File: src/sv/hbpsr_pkg.sv
package hbpsr_pkg;

    localparam int TSPEED_W = 8;
    localparam int DIR_W    = 2;
    localparam int STEP_W   = 16;

    localparam int SPEED_BITS_DEFAULT    = 8;
    localparam int PRESCALE_BITS_DEFAULT = 16;

    localparam logic [STEP_W-1:0] STEP_TICKS_RESET = 16'd1000;

    localparam logic [DIR_W-1:0] DIR_NONE = 2'd0;
    localparam logic [DIR_W-1:0] DIR_FWD  = 2'd1;
    localparam logic [DIR_W-1:0] DIR_BWD  = 2'd2;

    typedef struct packed {
        logic [TSPEED_W-1:0] target_speed;
        logic [DIR_W-1:0]    target_direction;
    } req_t;

    typedef struct packed {
        logic                in1_level;
        logic                in2_level;
        logic [TSPEED_W-1:0] present_speed;
        logic [DIR_W-1:0]    present_direction;
        logic                settled;
    } rsp_t;

endpackage

File: src/sv/hbridge_pwm_speed_ramp.sv
// channel   | handshake              | payload
// ----------+------------------------+---------------------------------------------
// request   | in_valid / in_ready    | target_speed, target_direction
// result    | out_valid / out_ready  | in1_level, in2_level, present_speed,
//           |                        | present_direction, settled
// config    | cfg_write              | cfg_data (step_ticks)
//
// One request per clock while out_ready is high; each accepted request passes
// through the input register, then through the ramp logic into the result
// register. Reset clears the drive state, the valid flags and sets step_ticks to
// 1000. A stalled result holds the ramp stage; the input register still takes one
// more request, then in_ready drops until the result is taken.
module hbridge_pwm_speed_ramp #(
    parameter int SPEED_BITS    = hbpsr_pkg::SPEED_BITS_DEFAULT,
    parameter int PRESCALE_BITS = hbpsr_pkg::PRESCALE_BITS_DEFAULT
) (
    input  logic                            clk,
    input  logic                            rst_n,
    input  logic                            cfg_write,
    input  logic [hbpsr_pkg::STEP_W-1:0]    cfg_data,
    input  logic                            in_valid,
    output logic                            in_ready,
    input  logic [hbpsr_pkg::TSPEED_W-1:0]  target_speed,
    input  logic [hbpsr_pkg::DIR_W-1:0]     target_direction,
    output logic                            out_valid,
    input  logic                            out_ready,
    output logic                            in1_level,
    output logic                            in2_level,
    output logic [hbpsr_pkg::TSPEED_W-1:0]  present_speed,
    output logic [hbpsr_pkg::DIR_W-1:0]     present_direction,
    output logic                            settled
);
    import hbpsr_pkg::*;

    logic [STEP_W-1:0] step_ticks_reg;
    req_t              in_req;
    req_t              req;
    logic              req_valid;
    logic              req_take;
    rsp_t              rsp;

    always_ff @(posedge clk or negedge rst_n)
    begin
        if (!rst_n)
            step_ticks_reg <= STEP_TICKS_RESET;
        else if (cfg_write)
            step_ticks_reg <= cfg_data;
    end

    assign in_req.target_speed     = target_speed;
    assign in_req.target_direction = target_direction;

    hbpsr_in_reg u_in_reg (
        .clk       (clk),
        .rst_n     (rst_n),
        .in_valid  (in_valid),
        .in_ready  (in_ready),
        .in_req    (in_req),
        .req_valid (req_valid),
        .req_take  (req_take),
        .req       (req)
    );

    hbpsr_ramp #(
        .SPEED_BITS    (SPEED_BITS),
        .PRESCALE_BITS (PRESCALE_BITS)
    ) u_ramp (
        .clk        (clk),
        .rst_n      (rst_n),
        .step_ticks (step_ticks_reg),
        .req_valid  (req_valid),
        .req_take   (req_take),
        .req        (req),
        .out_valid  (out_valid),
        .out_ready  (out_ready),
        .rsp        (rsp)
    );

    assign in1_level         = rsp.in1_level;
    assign in2_level         = rsp.in2_level;
    assign present_speed     = rsp.present_speed;
    assign present_direction = rsp.present_direction;
    assign settled           = rsp.settled;

endmodule

File: src/sv/hbpsr_in_reg.sv
module hbpsr_in_reg (
    input  logic                clk,
    input  logic                rst_n,
    input  logic                in_valid,
    output logic                in_ready,
    input  hbpsr_pkg::req_t     in_req,
    output logic                req_valid,
    input  logic                req_take,
    output hbpsr_pkg::req_t     req
);
    import hbpsr_pkg::*;

    logic valid_reg;
    logic valid_next;
    req_t req_reg;

    assign in_ready  = !valid_reg || req_take;
    assign req_valid = valid_reg;
    assign req       = req_reg;

    always_comb
    begin
        valid_next = valid_reg;
        if (in_valid && in_ready)
            valid_next = 1'b1;
        else if (req_take)
            valid_next = 1'b0;
    end

    always_ff @(posedge clk or negedge rst_n)
    begin
        if (!rst_n)
            valid_reg <= 1'b0;
        else
            valid_reg <= valid_next;
    end

    // hold the request until the ramp stage takes it
    always_ff @(posedge clk)
    begin
        if (in_valid && in_ready)
            req_reg <= in_req;
    end

endmodule

File: src/sv/hbpsr_ramp.sv
module hbpsr_ramp #(
    parameter int SPEED_BITS    = hbpsr_pkg::SPEED_BITS_DEFAULT,
    parameter int PRESCALE_BITS = hbpsr_pkg::PRESCALE_BITS_DEFAULT
) (
    input  logic                          clk,
    input  logic                          rst_n,
    input  logic [hbpsr_pkg::STEP_W-1:0]  step_ticks,
    input  logic                          req_valid,
    output logic                          req_take,
    input  hbpsr_pkg::req_t               req,
    output logic                          out_valid,
    input  logic                          out_ready,
    output hbpsr_pkg::rsp_t               rsp
);
    import hbpsr_pkg::*;

    localparam int CW = (SPEED_BITS > TSPEED_W) ? SPEED_BITS : TSPEED_W;
    localparam int LW = ((PRESCALE_BITS > STEP_W) ? PRESCALE_BITS : STEP_W) + 1;
    localparam logic [SPEED_BITS-1:0] SPEED_MAX = '1;
    localparam logic [LW-1:0] PRESCALE_SPAN = LW'(1) << PRESCALE_BITS;

    logic [SPEED_BITS-1:0]    phase_reg;
    logic [SPEED_BITS-1:0]    phase_next;
    logic [PRESCALE_BITS-1:0] prescale_reg;
    logic [PRESCALE_BITS-1:0] prescale_next;
    logic [SPEED_BITS-1:0]    speed_reg;
    logic [SPEED_BITS-1:0]    speed_next;
    logic [DIR_W-1:0]         dir_reg;
    logic [DIR_W-1:0]         dir_next;
    logic                     out_valid_reg;
    logic                     out_valid_next;
    rsp_t                     rsp_reg;
    rsp_t                     rsp_next;

    logic [CW-1:0]         tsp_wide;
    logic [SPEED_BITS-1:0] tspeed;
    logic [DIR_W-1:0]      tdir;
    logic [LW-1:0]         limit;
    logic [LW-1:0]         count_inc;
    logic                  step;
    logic                  pwm_on;

    assign req_take  = req_valid && (!out_valid_reg || out_ready);
    assign out_valid = out_valid_reg;
    assign rsp       = rsp_reg;

    always_comb
    begin
        tsp_wide = CW'(req.target_speed);
        if (tsp_wide > CW'(SPEED_MAX))
            tspeed = SPEED_MAX;
        else
            tspeed = tsp_wide[SPEED_BITS-1:0];
        tdir = req.target_direction;
        if (tdir != DIR_FWD && tdir != DIR_BWD)
            tdir = DIR_NONE;
        if (tdir == DIR_NONE)
            tspeed = '0;

        limit = (step_ticks == '0) ? LW'(1) : LW'(step_ticks);
        if (limit > PRESCALE_SPAN)
            limit = PRESCALE_SPAN;
        count_inc = LW'(prescale_reg) + LW'(1);
        step = (count_inc >= limit);
    end

    always_comb
    begin
        speed_next    = speed_reg;
        dir_next      = dir_reg;
        prescale_next = step ? '0 : count_inc[PRESCALE_BITS-1:0];
        if (step)
        begin
            if (dir_reg == DIR_NONE)
            begin
                if (tspeed != '0)
                begin
                    dir_next   = tdir;
                    speed_next = SPEED_BITS'(1);
                end
            end
            else if (dir_reg == tdir)
            begin
                if (speed_reg < tspeed)
                    speed_next = speed_reg + SPEED_BITS'(1);
                else if (speed_reg > tspeed)
                    speed_next = speed_reg - SPEED_BITS'(1);
            end
            else if (speed_reg != '0)
            begin
                speed_next = speed_reg - SPEED_BITS'(1);
            end
            if (speed_next == '0)
                dir_next = DIR_NONE;
        end
        phase_next = phase_reg + SPEED_BITS'(1);
    end

    always_comb
    begin
        pwm_on = (speed_next == SPEED_MAX) || (phase_reg < speed_next);
        rsp_next.in1_level         = (dir_next == DIR_BWD) && pwm_on;
        rsp_next.in2_level         = (dir_next == DIR_FWD) && pwm_on;
        rsp_next.present_speed     = TSPEED_W'(speed_next);
        rsp_next.present_direction = dir_next;
        rsp_next.settled           = (speed_next == tspeed) &&
                                     ((speed_next == '0) || (dir_next == tdir));
    end

    always_comb
    begin
        out_valid_next = out_valid_reg;
        if (req_take)
            out_valid_next = 1'b1;
        else if (out_ready)
            out_valid_next = 1'b0;
    end

    always_ff @(posedge clk or negedge rst_n)
    begin
        if (!rst_n)
        begin
            phase_reg     <= '0;
            prescale_reg  <= '0;
            speed_reg     <= '0;
            dir_reg       <= DIR_NONE;
            out_valid_reg <= 1'b0;
        end
        else
        begin
            out_valid_reg <= out_valid_next;
            // advance the drive state once per request
            if (req_take)
            begin
                phase_reg    <= phase_next;
                prescale_reg <= prescale_next;
                speed_reg    <= speed_next;
                dir_reg      <= dir_next;
            end
        end
    end

    always_ff @(posedge clk)
    begin
        if (req_take)
            rsp_reg <= rsp_next;
    end

endmodule
File: config.mk
export PLATFORM = sky130hd
export DESIGN_NAME = hbridge_pwm_speed_ramp
export DESIGN_NICKNAME = d
export VERILOG_FILES = /design/src/sv/hbpsr_pkg.sv /design/src/sv/hbridge_pwm_speed_ramp.sv /design/src/sv/hbpsr_in_reg.sv /design/src/sv/hbpsr_ramp.sv
export SDC_FILE = /design/constraint.sdc
export NUM_CORES = 1
export LEC_CHECK = 0
export ABC_AREA = 1
export ABC_CLOCK_PERIOD_IN_PS = 9000
export BUFFER_PORTS_ARGS = -buffer_cell sky130_fd_sc_hd__buf_2
export CORE_MARGIN = 4
export CORE_UTILIZATION = 50
export CTS_CLUSTER_DIAMETER = 100
export DETAILED_ROUTE_END_ITERATION = 12
export PLACE_DENSITY = 0.69
export SYNTH_ARGS = -nofsm -noshare
export SYNTH_HDL_FRONTEND = slang
export SYNTH_SLANG_ARGS = --single-unit
File: constraint.sdc
create_clock -name clk -period 9 [get_ports clk]
set_input_delay 1.35 -clock clk [delete_from_list [all_inputs] [get_ports clk]]
set_output_delay 1.35 -clock clk [all_outputs]
set_load 0.05 [all_outputs]
==> results of run 1 <==
-- logic make-up after synthesis --
| logic type | synth area share, % |
|---|---|
| adder cells (fa/ha/maj) | 9.00 |
| XOR/XNOR | 4.43 |
| flip-flops | 38.9 |
| AND/OR/NAND/NOR | 27.5 |
| AO/OA/AOI/OAI | 10.0 |
| buffers and inverters | 10.2 |
-- where the power goes --
part / internal, W / switching, W
clock: 0.000146 / 0.000131
combinational: 0.000336 / 0.000692
sequential: 0.000455 / 0.0000828
-- worst min path at each step --
| stage | from | to | slack, ps |
|---|---|---|---|
| floorplan | u_ramp.phase_reg[7] | u_ramp.phase_reg[7] | 450 |
| global placement | u_ramp.phase_reg[7] | u_ramp.phase_reg[7] | 500 |
| detailed placement | u_ramp.phase_reg[7] | u_ramp.phase_reg[7] | 500 |
| CTS | u_ramp.phase_reg[7] | u_ramp.phase_reg[7] | 510 |
| global route | u_ramp.phase_reg[7] | u_ramp.phase_reg[7] | 540 |
| finish | u_ramp.phase_reg[7] | u_ramp.phase_reg[7] | 510 |
-- metal layers --
metal  track usage, %  vias up  share of wire (%)
met2             31.2      113                 45
li1                 -     2222                  -
met4             5.16        0               0.81
met3             3.82        7                5.3
met5                0        -                  0
met1             30.5     2069                 48
-- metrics by stage --
stage / worst slack [ps] / hold slack, ps / util [%] / instance area, sq um
floorplan: 5380 / 446 / - / 5140
finish: 4730 / 510 / 57.1 / 5660
global placement: 5010 / 499 / 54.9 / 5440
global route: 4300 / 540 / 57.1 / 5660
CTS: 4720 / 510 / 57.1 / 5660
detailed placement: 4810 / 495 / 54.9 / 5440
-- placed cells by master, fill, tap and decap left out, types with 3 or more instances in the layout --
master and n:
nand2_1 154, inv_1 92, nor2_1 54, dfrtp_1 46, nand3_1 45, buf_2 45
o21ai_0 43, ha_1 37, xor2_1 24, edfxtp_1 23, a21oi_1 16, inv_2 15
nand4_1 14, nand2_2 10, clkbuf_8 9, nor3_1 7, nor2_2 6, o22ai_1 6
dfstp_2 6, nand2_4 4, o21ai_1 4, clkinv_2 3, nor4_1 3, o21ai_2 3
nand3_2 3
-- cell type report --
cell class / instances / area (sq um) / share of cell area [%]
clock buffer: 11 / 153 / 2.70
clock inverter: 5 / 60.1 / 1.06
inverter: 110 / 418 / 7.39
multi-input combinational: 460 / 2620 / 46.3
sequential: 75 / 2000 / 35.3
tap: 133 / 166 / 2.94
timing repair buffer: 47 / 240 / 4.25
==> key figures, run 1 <==
Outcome
  • Status: finished, final reports clean

Global route
  • Largest net degree at the start of global routing: 53
  • Vias in the first global route: roughly 4100
  • Initial antenna violation count: 0
  • All-Layer GR Usage: ~21%
  • GRT overflow: 0
  • First-pass GRT wire length: 19.3 mm

Power
  • P_leak: around 2.9 nW
  • Pwr dens: approximately 330 nW/um^2
  • Worst vdd ir: 0.137 mV
  • Tot Pwr: between 0.0015 and 0.002 W

Min path
  • Hold WC Path Type: register to register
  • Hold Path Depth: 1

Route
  • First DRT Iteration DRCs: 371
  • Post-route ant nets: 0
  • Routed wire length: ~12 mm
  • Via/cell ratio: 5.24
  • DR pass1 iterations: 5
  • DR vias: between 4000 and 5000
  • Drc violations: 0
  • WL per Instance: 13.9 um

Setup path
  • Critical R2R Capture: u_ramp.rsp[11]
  • Worst Setup SP: u_ramp.prescale_reg[2]
  • Startpoint types: register
  • Largest stage delay, worst path: 430 ps
  • CP Depth: 24
  • Critical path destination: u_ramp.rsp[11]
  • Cell Chain, Critical Path: inv_1 > nor3_1 > nand3_1 > nor3_1 > nand3_1 > xor2_1 > ha_1 > nand2_1 > nor2_1 > nand3_1 > inv_1 > a21boi_0 > nand3_1 > nand2_1 > nand2_4 > inv_4 > nand2_1 > nand2_2 > ha_1 > a21oi_1 > nor2_1 > a211oi_1 > nand2_1 > a21oi_1
  • R2R depth: 24
  • Reg2reg setup slack: 4730 ps
  • Crit Path Class: register to register
  • Crit path max fanout: 15
  • Critical Path RT: ~9000 ps
  • Crit end category: register
  • Worst Path Buf+Inv: 3
  • Crit path max-delay cell type: nor3_1
  • R2R Path Start: u_ramp.prescale_reg[2]
  • Top delay family on crit path: simple AND/OR/NAND/NOR gates
  • Crit path DAT: around 4500 ps

Layout
  • Non-Filler Instances: ~840
  • P&R area growth vs syn: 10.0%
  • Diode count: 0
  • Fraction of layout cells with a size suffix above 1: 17.2%
  • Nets: 771
  • Fillers: about 900

Synth
  • Synth Warn #: 0
  • Top-count cell post-synth: nand2_1
  • Ys async rst share: 69.3%
  • Ys flop type: dfrtp_1
  • Cell variety after synth: between 40 and 50
  • Number of synthesized flops with an enable pin: 23
  • Post-Syn Instances: 660
  • Area leader, netlist: dfrtp_1
  • Synthesized cell area: ~5100 sq um
  • Synth top area cells: dfrtp_1, edfxtp_1, nand2_1
  • Post-synth top cells: nand2_1, inv_1, nor2_1, dfrtp_1, nand3_1
  • Syn Nets: roughly 730
  • Synth Area per Inst: roughly 7.8 sq um
  • Sequential area share after synthesis: between 30 and 40%
  • Yosys reg bits: 75
  • Synth top area share: 22.4%

CTS
  • CTS Hold Bufs: 0
  • Clk sink count: between 70 and 80
  • CTS Buf Count: 9
  • CTS max path bufs: 2
  • CTS root buf: clkbuf_8
  • CTS H-tree lvls: 3
  • Worst skew pair latency: approximately 350 ps
  • Setup Buffers After CTS: 0
  • PostCTS Resize Cnt: 0
  • CTS tree: yes
  • Clk slew on worst S/H paths: 80 ps

STA
  • Tcrit/Tclk final: 47.5%
  • Rel. slew slack: 48.9%
  • RSZ-0062 raised after global routing: false
  • Final Hold Fails: 0
  • Fin. max-slew vios: 0
  • Peak Freq: about 230 MHz
  • Finish-stage setup viols: 0
  • Fin Setup TNS: 0 ps
  • Tmin final: roughly 4300 ps
  • Worst-Margin Slew: about 760 ps
  • Clock skew: 13.6 ps

Floorplanning
  • Die H: ~110 um
  • Die X-Extent: about 110 um
  • Core area: 9910 sq um
  • Die area: approximately 12000 sq um
  • Top Ports: 46
  • FP Rows: 36
  • Starting Density: 51.9%

Flow run
  • Total of max-cap violations: 0

Place
  • Port Buffers: 45
  • Dpl cells: between 800 and 900
  • Placer congestion estimate: between 0.9 and 1
  • Final HPWL DP: 8.98 mm
No activity file was read; power rests on OpenSTA's default activity.
==> run 2, diff against run 1 <==
ABC_AREA = 0   (was 1)
ABC_CLOCK_PERIOD_IN_PS = 3460   (was 9000)
PLACE_DENSITY = 0.72   (was 0.69)
clock period = 3.46 ns   (was 9 ns; I/O delays follow)
==> run 2 against run 1 <==
The run now ends with setup timing left; sequential cell count did not move; sequential power rose by 110%; register-to-register slack got worse by 5500 ps; final cell count rose by 5.1%; clock power rose to 2.8 times the previous value; critical path type unchanged; critical endpoint is now u_ramp.rsp[12].
==> key figures, run 2 <==
Synth
  • Top-count cell post-synth: nand2_1
  • Synthesized cell area: 4980 sq um (-3.1%)
  • Sequential area share after synthesis: 40.1% (+1.2 points)
  • Yosys reg bits: 75 (unchanged)
  • Synth top area cells: dfrtp_1, edfxtp_1, ha_1
  • Post-synth top cells: nand2_1, dfrtp_1, o21ai_0, ha_1, inv_1
  • Area leader, netlist: dfrtp_1
  • Number of synthesized flops with an enable pin: 23 (unchanged)
  • Synth top area share: 23.1% (+0.71 points)
  • Synth Area per Inst: 9.08 sq um (+17%)
  • Ys async rst share: 69.3% (unchanged)
  • Ys flop type: dfrtp_1
  • Post-Syn Instances: 549 (-17%)
  • Syn Nets: 617 (-15%)
  • Synth Warn #: 0 (unchanged)
  • Cell variety after synth: 71 (+54%)

Floorplanning
  • Die H: 108 um (-1.4%)
  • Starting Density: 51.2% (-0.66 points)
  • Die X-Extent: 108 um (-1.4%)
  • Top Ports: 46 (unchanged)
  • Core area: 9730 sq um (-1.8%)
  • Die area: 11600 sq um (-2.8%)
  • FP Rows: 36 (unchanged)

Layout
  • Commonest non-fill, non-tap cell in the layout: buf_4
  • P&R area growth vs syn: 47.8%
  • Fillers: 691 (-25%)
  • Fraction of layout cells with a size suffix above 1: 43.7% (+26 points)
  • Cell area after layout: 7370 sq um (+30%)
  • Most frequent cells in the layout: buf_4, nand2_1, dfrtp_1, buf_2, inv_1
  • Nets: 814 (+5.6%)
  • Diode count: 0 (unchanged)

Global route
  • Largest net degree at the start of global routing: 34 (-36%)
  • GRT overflow: 0 (unchanged)
  • All-Layer GR Usage: 27.5% (+6.8 points)
  • Met1 Usage GRT: 40.1% (+9.5 points)
  • GR Util met3: 3.06% (-0.76 points)
  • First-pass GRT wire length: 24.7 mm (+28%)
  • Met2 Use GR: 42.5% (+11 points)
  • Initial antenna violation count: 0 (unchanged)
  • Vias in the first global route: 4738 (+17%)
  • Global routing's busiest layer: met2

Setup path
  • Crit Path Class: register to register
  • Startpoint types: register
  • Reg2reg setup slack: -750 ps (-5480 ps)
  • R2R depth: 20 (-17%)
  • Crit path max fanout: 8 (-7)
  • R2R Path Start: u_ramp.prescale_reg[0]
  • Crit end category: register
  • Crit path DAT: 4320 ps (-150 ps)
  • Critical Path RT: 3570 ps (-5630 ps)
  • Critical R2R Capture: u_ramp.rsp[12]

Route
  • DR vias: 5054 (+15%)
  • Drc violations: 0 (unchanged)
  • WL per Instance: 17.9 um (+30%)
  • DR pass1 iterations: 7 (+2)
  • Routed wire length: 15.9 mm (+36%)
  • Via/cell ratio: 5.72 (+9.0%)
  • Post-route ant nets: 0 (unchanged)
  • First DRT Iteration DRCs: 361 (-2.7%)

CTS
  • CTS Buf Count: 9 (unchanged)
  • CTS tree: yes
  • Worst skew pair latency: 370 ps (+20 ps)
  • Clk slew on worst S/H paths: 90 ps (about the same)
  • Clk sink count: 75 (unchanged)
  • CTS root buf: clkbuf_8
  • CTS max path bufs: 2 (unchanged)
  • CTS H-tree lvls: 3 (unchanged)

STA
  • Fin. max-slew vios: 0 (unchanged)
  • Finish-stage setup viols: 16 (+16)
  • Tmin final: 4210 ps (-58.3 ps)
  • Tcrit/Tclk final: 122% (+74 points)
  • Hold_ws: 242 ps (-268 ps)
  • Clock skew: 17.1 ps (+3.50 ps)
  • Fin Setup TNS: -5070 ps (-5070 ps)
  • Rel. slew slack: 43.5% (-5.4 points)
  • Peak Freq: 237 MHz (+1.4%)
  • Worst-Margin Slew: 846 ps (+82.3 ps)
  • RSZ-0062 raised after global routing: true
  • Setup ws final: -754 ps (-5480 ps)
  • Final Hold Fails: 0 (unchanged)

Place
  • Final HPWL DP: 11.3 mm (+26%)
  • Placer congestion estimate: 0.975 (+0.11%)
  • Port Buffers: 45 (unchanged)
  • Dpl cell area: 6360 sq um (+17%)

Power
  • P_leak: 3.51 nW (+22%)
  • Worst vdd ir: 0.266 mV (+94%)
  • Pwr dens: 462 nW/um^2 (+42%)
  • Tot Pwr: 0.00340 W (+85%)

Outcome
  • Status: finished with violations
  • Failing checks: setup timing

Flow run
  • Total of max-cap violations: 0 (unchanged)

Min path
  • Hold WC Path Type: input pin to asynchronous set/reset pin
run 2: cell count changes after synthesis, moves of 15 or more:
cell | previous run | this run
nor2_1 | 54 | 30
nand3_1 | 45 | 21
inv_1 | 92 | 33
xnor2_1 | 2 | 20
nand2_1 | 154 | 86
inv_2 | 15 | 0
run 2: final cells by class:
type,instances,area [sq um],area share [%]
Clock buffer,12,199,2.70
Clock inverter,4,33.8,0.458
Inverter,33,124,1.68
Multi-Input combinational cell,420,3290,44.7
Sequential cell,75,2000,27.1
Tap cell,133,166,2.26
Timing Repair Buffer,207,1550,21.1
run 2: cell families after synthesis:
logic type / share of synthesized area (%)
compound gates: 18.4
xor+xnor: 5.80
fa+ha+maj: 9.29
buf+inv: 4.37
flops: 40.1
mux: 0.527
simple gates: 21.5
run 2: repair_timing:
action | 4_1_cts | 5_1_grt
pin swaps | 36 | 23
hold buffers | 0 | 0
endpoints found under the setup margin | 15 | 35
buffers inserted | 18 | 20
gates resized for setup | 66 | 59
run 2: routing by layer:
metal | routed length (um) | vias to the layer above
li1 | - | 2380
met1 | 7270 | 2468
met2 | 7470 | 176
met3 | 766 | 30
met4 | 357 | 0
met5 | 0 | -
run 2: critical path, cell delays in order, from the launching register on:
cell,delay [ps]
dfrtp_1,400
ha_4,160
nand2_4,60
nor3b_4,220
and4_1,250
and3_4,190
xor2_1,140
ha_1,270
a21o_1,200
a211oi_2,180
o21ai_2,100
a221oi_2,280
buf_4,200
buf_6,110
a21oi_2,40
o22ai_2,210
ha_1,160
nand4_1,130
o41ai_2,370
o22ai_1,110
and3_1,160
run 2: power by group:
| part | internal [W] | switching [W] | total (W) |
|---|---|---|---|
| sequential | 0.00103 | 0.000119 | 0.00115 |
| clock | 0.000400 | 0.000364 | 0.000764 |
| combinational | 0.000709 | 0.000776 | 0.00148 |
run 2: worst max-delay path by stage:
stage	startpoint	end	slack, ps
floorplan	u_ramp.prescale_reg[0]	u_ramp.rsp[11]	-730
global placement	u_ramp.prescale_reg[0]	u_ramp.rsp[0]	-740
detailed placement	u_ramp.prescale_reg[1]	u_ramp.rsp[12]	-890
CTS	u_ramp.prescale_reg[0]	u_ramp.rsp[12]	-670
global route	u_ramp.prescale_reg[0]	u_ramp.rsp[12]	-1060
finish	u_ramp.prescale_reg[0]	u_ramp.rsp[12]	-750
run 2: through the flow:
step	setup WS [ps]	cells	util [%]
after floorplan	-727	549	-
after global placement	-743	833	65.4
after detailed placement	-888	833	65.4
after CTS	-666	865	72.6
after global routing	-1060	884	75.7
final	-754	884	75.7
==> run 3, diff against run 2 <==
==> constraint.sdc (replaced) <==
create_clock -name clk -period 3.46 [get_ports clk]
set_input_delay 0.692 -clock clk [delete_from_list [all_inputs] [get_ports clk]]
set_output_delay 0.692 -clock clk [all_outputs]
set_load 0.05 [all_outputs]
==> run 3 against run 2 <==
The run still ends with setup timing left; largest power group unchanged; core utilization decreased by 2.9 points; sequential power about the same; sequential share of layout area increased by 1.1 points; via count decreased by 1.9%; die area unchanged; count of clock-buffer cells in the layout decreased by 2; cell area decreased by 3.8%.
==> key figures, run 3 (same netlist as run 2, synthesis figures left out) <==
Power
  • Clock power frac: 20.3% (-2.2 points)
  • P_leak: 3.39 nW (-3.3%)
  • Int Power: 0.00199 W (-7.0%)
  • Pwr dens: 451 nW/um^2 (-2.3%)
  • Worst vdd ir: 0.443 mV (+66%)
  • Sw Share: 37.7% (+0.64 points)
  • Tot Pwr: 0.00320 W (-6.0%)
  • Comb pwr share: 43.7% (about the same)
  • Seq pwr share: 35.9% (+2.0 points)
  • Switching pwr: 0.00120 W (-4.4%)

Setup path
  • Crit path max-delay cell type: a221o_2
  • Critical R2R Capture: u_ramp.rsp[11]
  • Critical Path Most Common Cell: ha_1
  • Largest stage delay, worst path: 460 ps (+60 ps)
  • R2R Path Start: u_ramp.prescale_reg[0]
  • Reg2reg setup slack: -790 ps (-40 ps)
  • Crit Path Class: register to register
  • Critical Path RT: 3580 ps (about the same)
  • Cell Chain, Critical Path: ha_4 > nand2_4 > nor3b_4 > and4_4 > and3_4 > xor2_1 > ha_1 > a21o_1 > a211oi_2 > o21ai_2 > a221o_2 > nand2_2 > a22oi_2 > ha_1 > nand4_1 > o41ai_2 > o22ai_1 > and3_1
  • Crit end category: register
  • Startpoint types: register
  • R2R depth: 18 (-10%)
  • Crit path DAT: 4370 ps (+50 ps)
  • Crit path max fanout: 5 (-3)

STA
  • RSZ-0062 raised after global routing: true
  • Setup ws final: -791 ps (-36.6 ps)
  • Clock skew: 17.1 ps (+0.0332 ps)
  • Worst-Margin Slew: 842 ps (-4.13 ps)
  • Tcrit/Tclk final: 123% (+1.1 points)
  • Fin Setup TNS: -5490 ps (-418 ps)
  • Final Hold Fails: 0 (unchanged)
  • Rel. slew slack: 43.8% (+0.28 points)
  • Peak Freq: 235 MHz (-0.86%)
  • Finish-stage setup viols: 23 (+7)
  • Fin. max-slew vios: 0 (unchanged)
  • Tmin final: 4250 ps (+36.6 ps)

Floorplanning
  • Top Ports: 46 (unchanged)
  • Die area: 11600 sq um (unchanged)
  • Core area: 9730 sq um (unchanged)
  • Starting Density: 51.2% (unchanged)
  • Die H: 108 um (unchanged)
  • Die X-Extent: 108 um (unchanged)
  • FP Rows: 36 (unchanged)

CTS
  • CTS Hold Bufs: 0 (unchanged)
  • CTS tree: yes
  • CTS max path bufs: 2 (unchanged)
  • Worst skew pair latency: 380 ps (about the same)
  • Clk slew on worst S/H paths: 80 ps (about the same)
  • Clk sink count: 75 (unchanged)
  • CTS root buf: clkbuf_8
  • CTS Buf Count: 9 (unchanged)
  • CTS H-tree lvls: 3 (unchanged)

Global route
  • First-pass GRT wire length: 24.7 mm (about the same)
  • Vias in the first global route: 4912 (+3.7%)
  • GRT overflow: 0 (unchanged)
  • All-Layer GR Usage: 27.4% (-0.085 points)
  • Initial antenna violation count: 0 (unchanged)
  • Largest net degree at the start of global routing: 36 (+5.9%)

Place
  • Placer congestion estimate: 0.983 (+0.81%)
  • Final HPWL DP: 11.4 mm (+1.2%)
  • Port Buffers: 45 (unchanged)

Layout
  • Footprint of the multi-input gates: 3200 sq um (-2.7%)
  • Nets: 802 (-1.5%)
  • Diode count: 0 (unchanged)
  • Fraction of layout cells with a size suffix above 1: 41.0% (-2.7 points)
  • Storage cell area: 2000 sq um (unchanged)
  • Commonest non-fill, non-tap cell in the layout: buf_4
  • Most frequent cells in the layout: buf_4, nand2_1, dfrtp_1, buf_2, inv_1
  • Fillers: 754 (+9.1%)
  • P&R area growth vs syn: 42.2%

Outcome
  • Status: finished with violations
  • Failing checks: setup timing

Route
  • WL per Instance: 17.4 um (-3.2%)
  • First DRT Iteration DRCs: 371 (+2.8%)
  • DR pass1 iterations: 5 (-2)
  • DR vias: 4958 (-1.9%)
  • Drc violations: 0 (unchanged)
  • Routed wire length: 15.1 mm (-4.6%)
  • Post-route ant nets: 0 (unchanged)
  • Via/cell ratio: 5.69 (-0.55%)

Min path
  • Hold WC Path Type: input pin to asynchronous set/reset pin

Flow run
  • Total of max-cap violations: 0 (unchanged)
[run 3: cell count changes in the layout (fill, tap and decap cells not counted), sizes merged]
cell / delta
buf: -12
clkbuf: -2
clkinv: +1
clkinvlp: +1
[run 3: per-layer routing]
layer	GRT usage, %	part of all wire [%]	up-vias
met3	5.04	6.2	27
li1	-	-	2361
met5	0	0	-
met2	42.9	47	180
met4	9.74	2.4	0
met1	37.9	45	2390
[run 3: metrics by stage]
stage	util [%]	hold slack [ps]	cell area, sq um	setup WS, ps	std cells
finish	72.9	234	7090	-791	872
global placement	65.4	477	6360	-738	833
floorplan	-	396	5140	-727	549
global route	72.9	266	7090	-1050	872
CTS	70.9	238	6900	-683	860
detailed placement	65.4	482	6360	-888	833
[run 3: critical path, delay by kind of cell (launching register included)]
| kind | cells | cell delay, ps |
|---|---|---|
| AND/OR/NAND/NOR | 7 | 1190 |
| AO/OA/AOI/OAI | 7 | 1510 |
| XOR/XNOR | 1 | 140 |
| adder cells (fa/ha/maj) | 3 | 760 |
| flip-flops | 1 | 390 |
[run 3: layout make-up]
| type | count | area share [%] |
|---|---|---|
| well taps | 133 | 2.35 |
| clock buffers | 10 | 2.10 |
| flip-flops and latches | 75 | 28.2 |
| clock inverters | 6 | 0.512 |
| inverters | 33 | 1.75 |
| repair buffers | 195 | 19.9 |
| multi-input cells | 420 | 45.2 |
[run 3: power groups by stage]
stage               logic [W]  clock network [W]  registers, W
floorplan            0.000676                  0       0.00120
global placement      0.00118                  0       0.00115
detailed placement    0.00121                  0       0.00115
global route          0.00153           0.000710       0.00116
CTS                   0.00134           0.000667       0.00114
finish                0.00140           0.000650       0.00115
[run 3: how the worst max path moves through the flow]
stage                      startpoint        endpoint
2_1_floorplan  u_ramp.prescale_reg[0]  u_ramp.rsp[11]
3_3_place_gp   u_ramp.prescale_reg[0]   u_ramp.rsp[0]
3_5_place_dp   u_ramp.prescale_reg[1]  u_ramp.rsp[11]
4_1_cts        u_ramp.prescale_reg[0]  u_ramp.rsp[11]
5_1_grt        u_ramp.prescale_reg[0]  u_ramp.rsp[11]
6_report       u_ramp.prescale_reg[0]  u_ramp.rsp[11]
[run 3: what timing repair did]
action,4_1_cts,5_1_grt
pin swaps,35,13
endpoints found under the hold margin,0,0
gates cloned,0,0
gates resized for setup,55,38
setup buffers,12,14
setup endpoints to repair,16,35
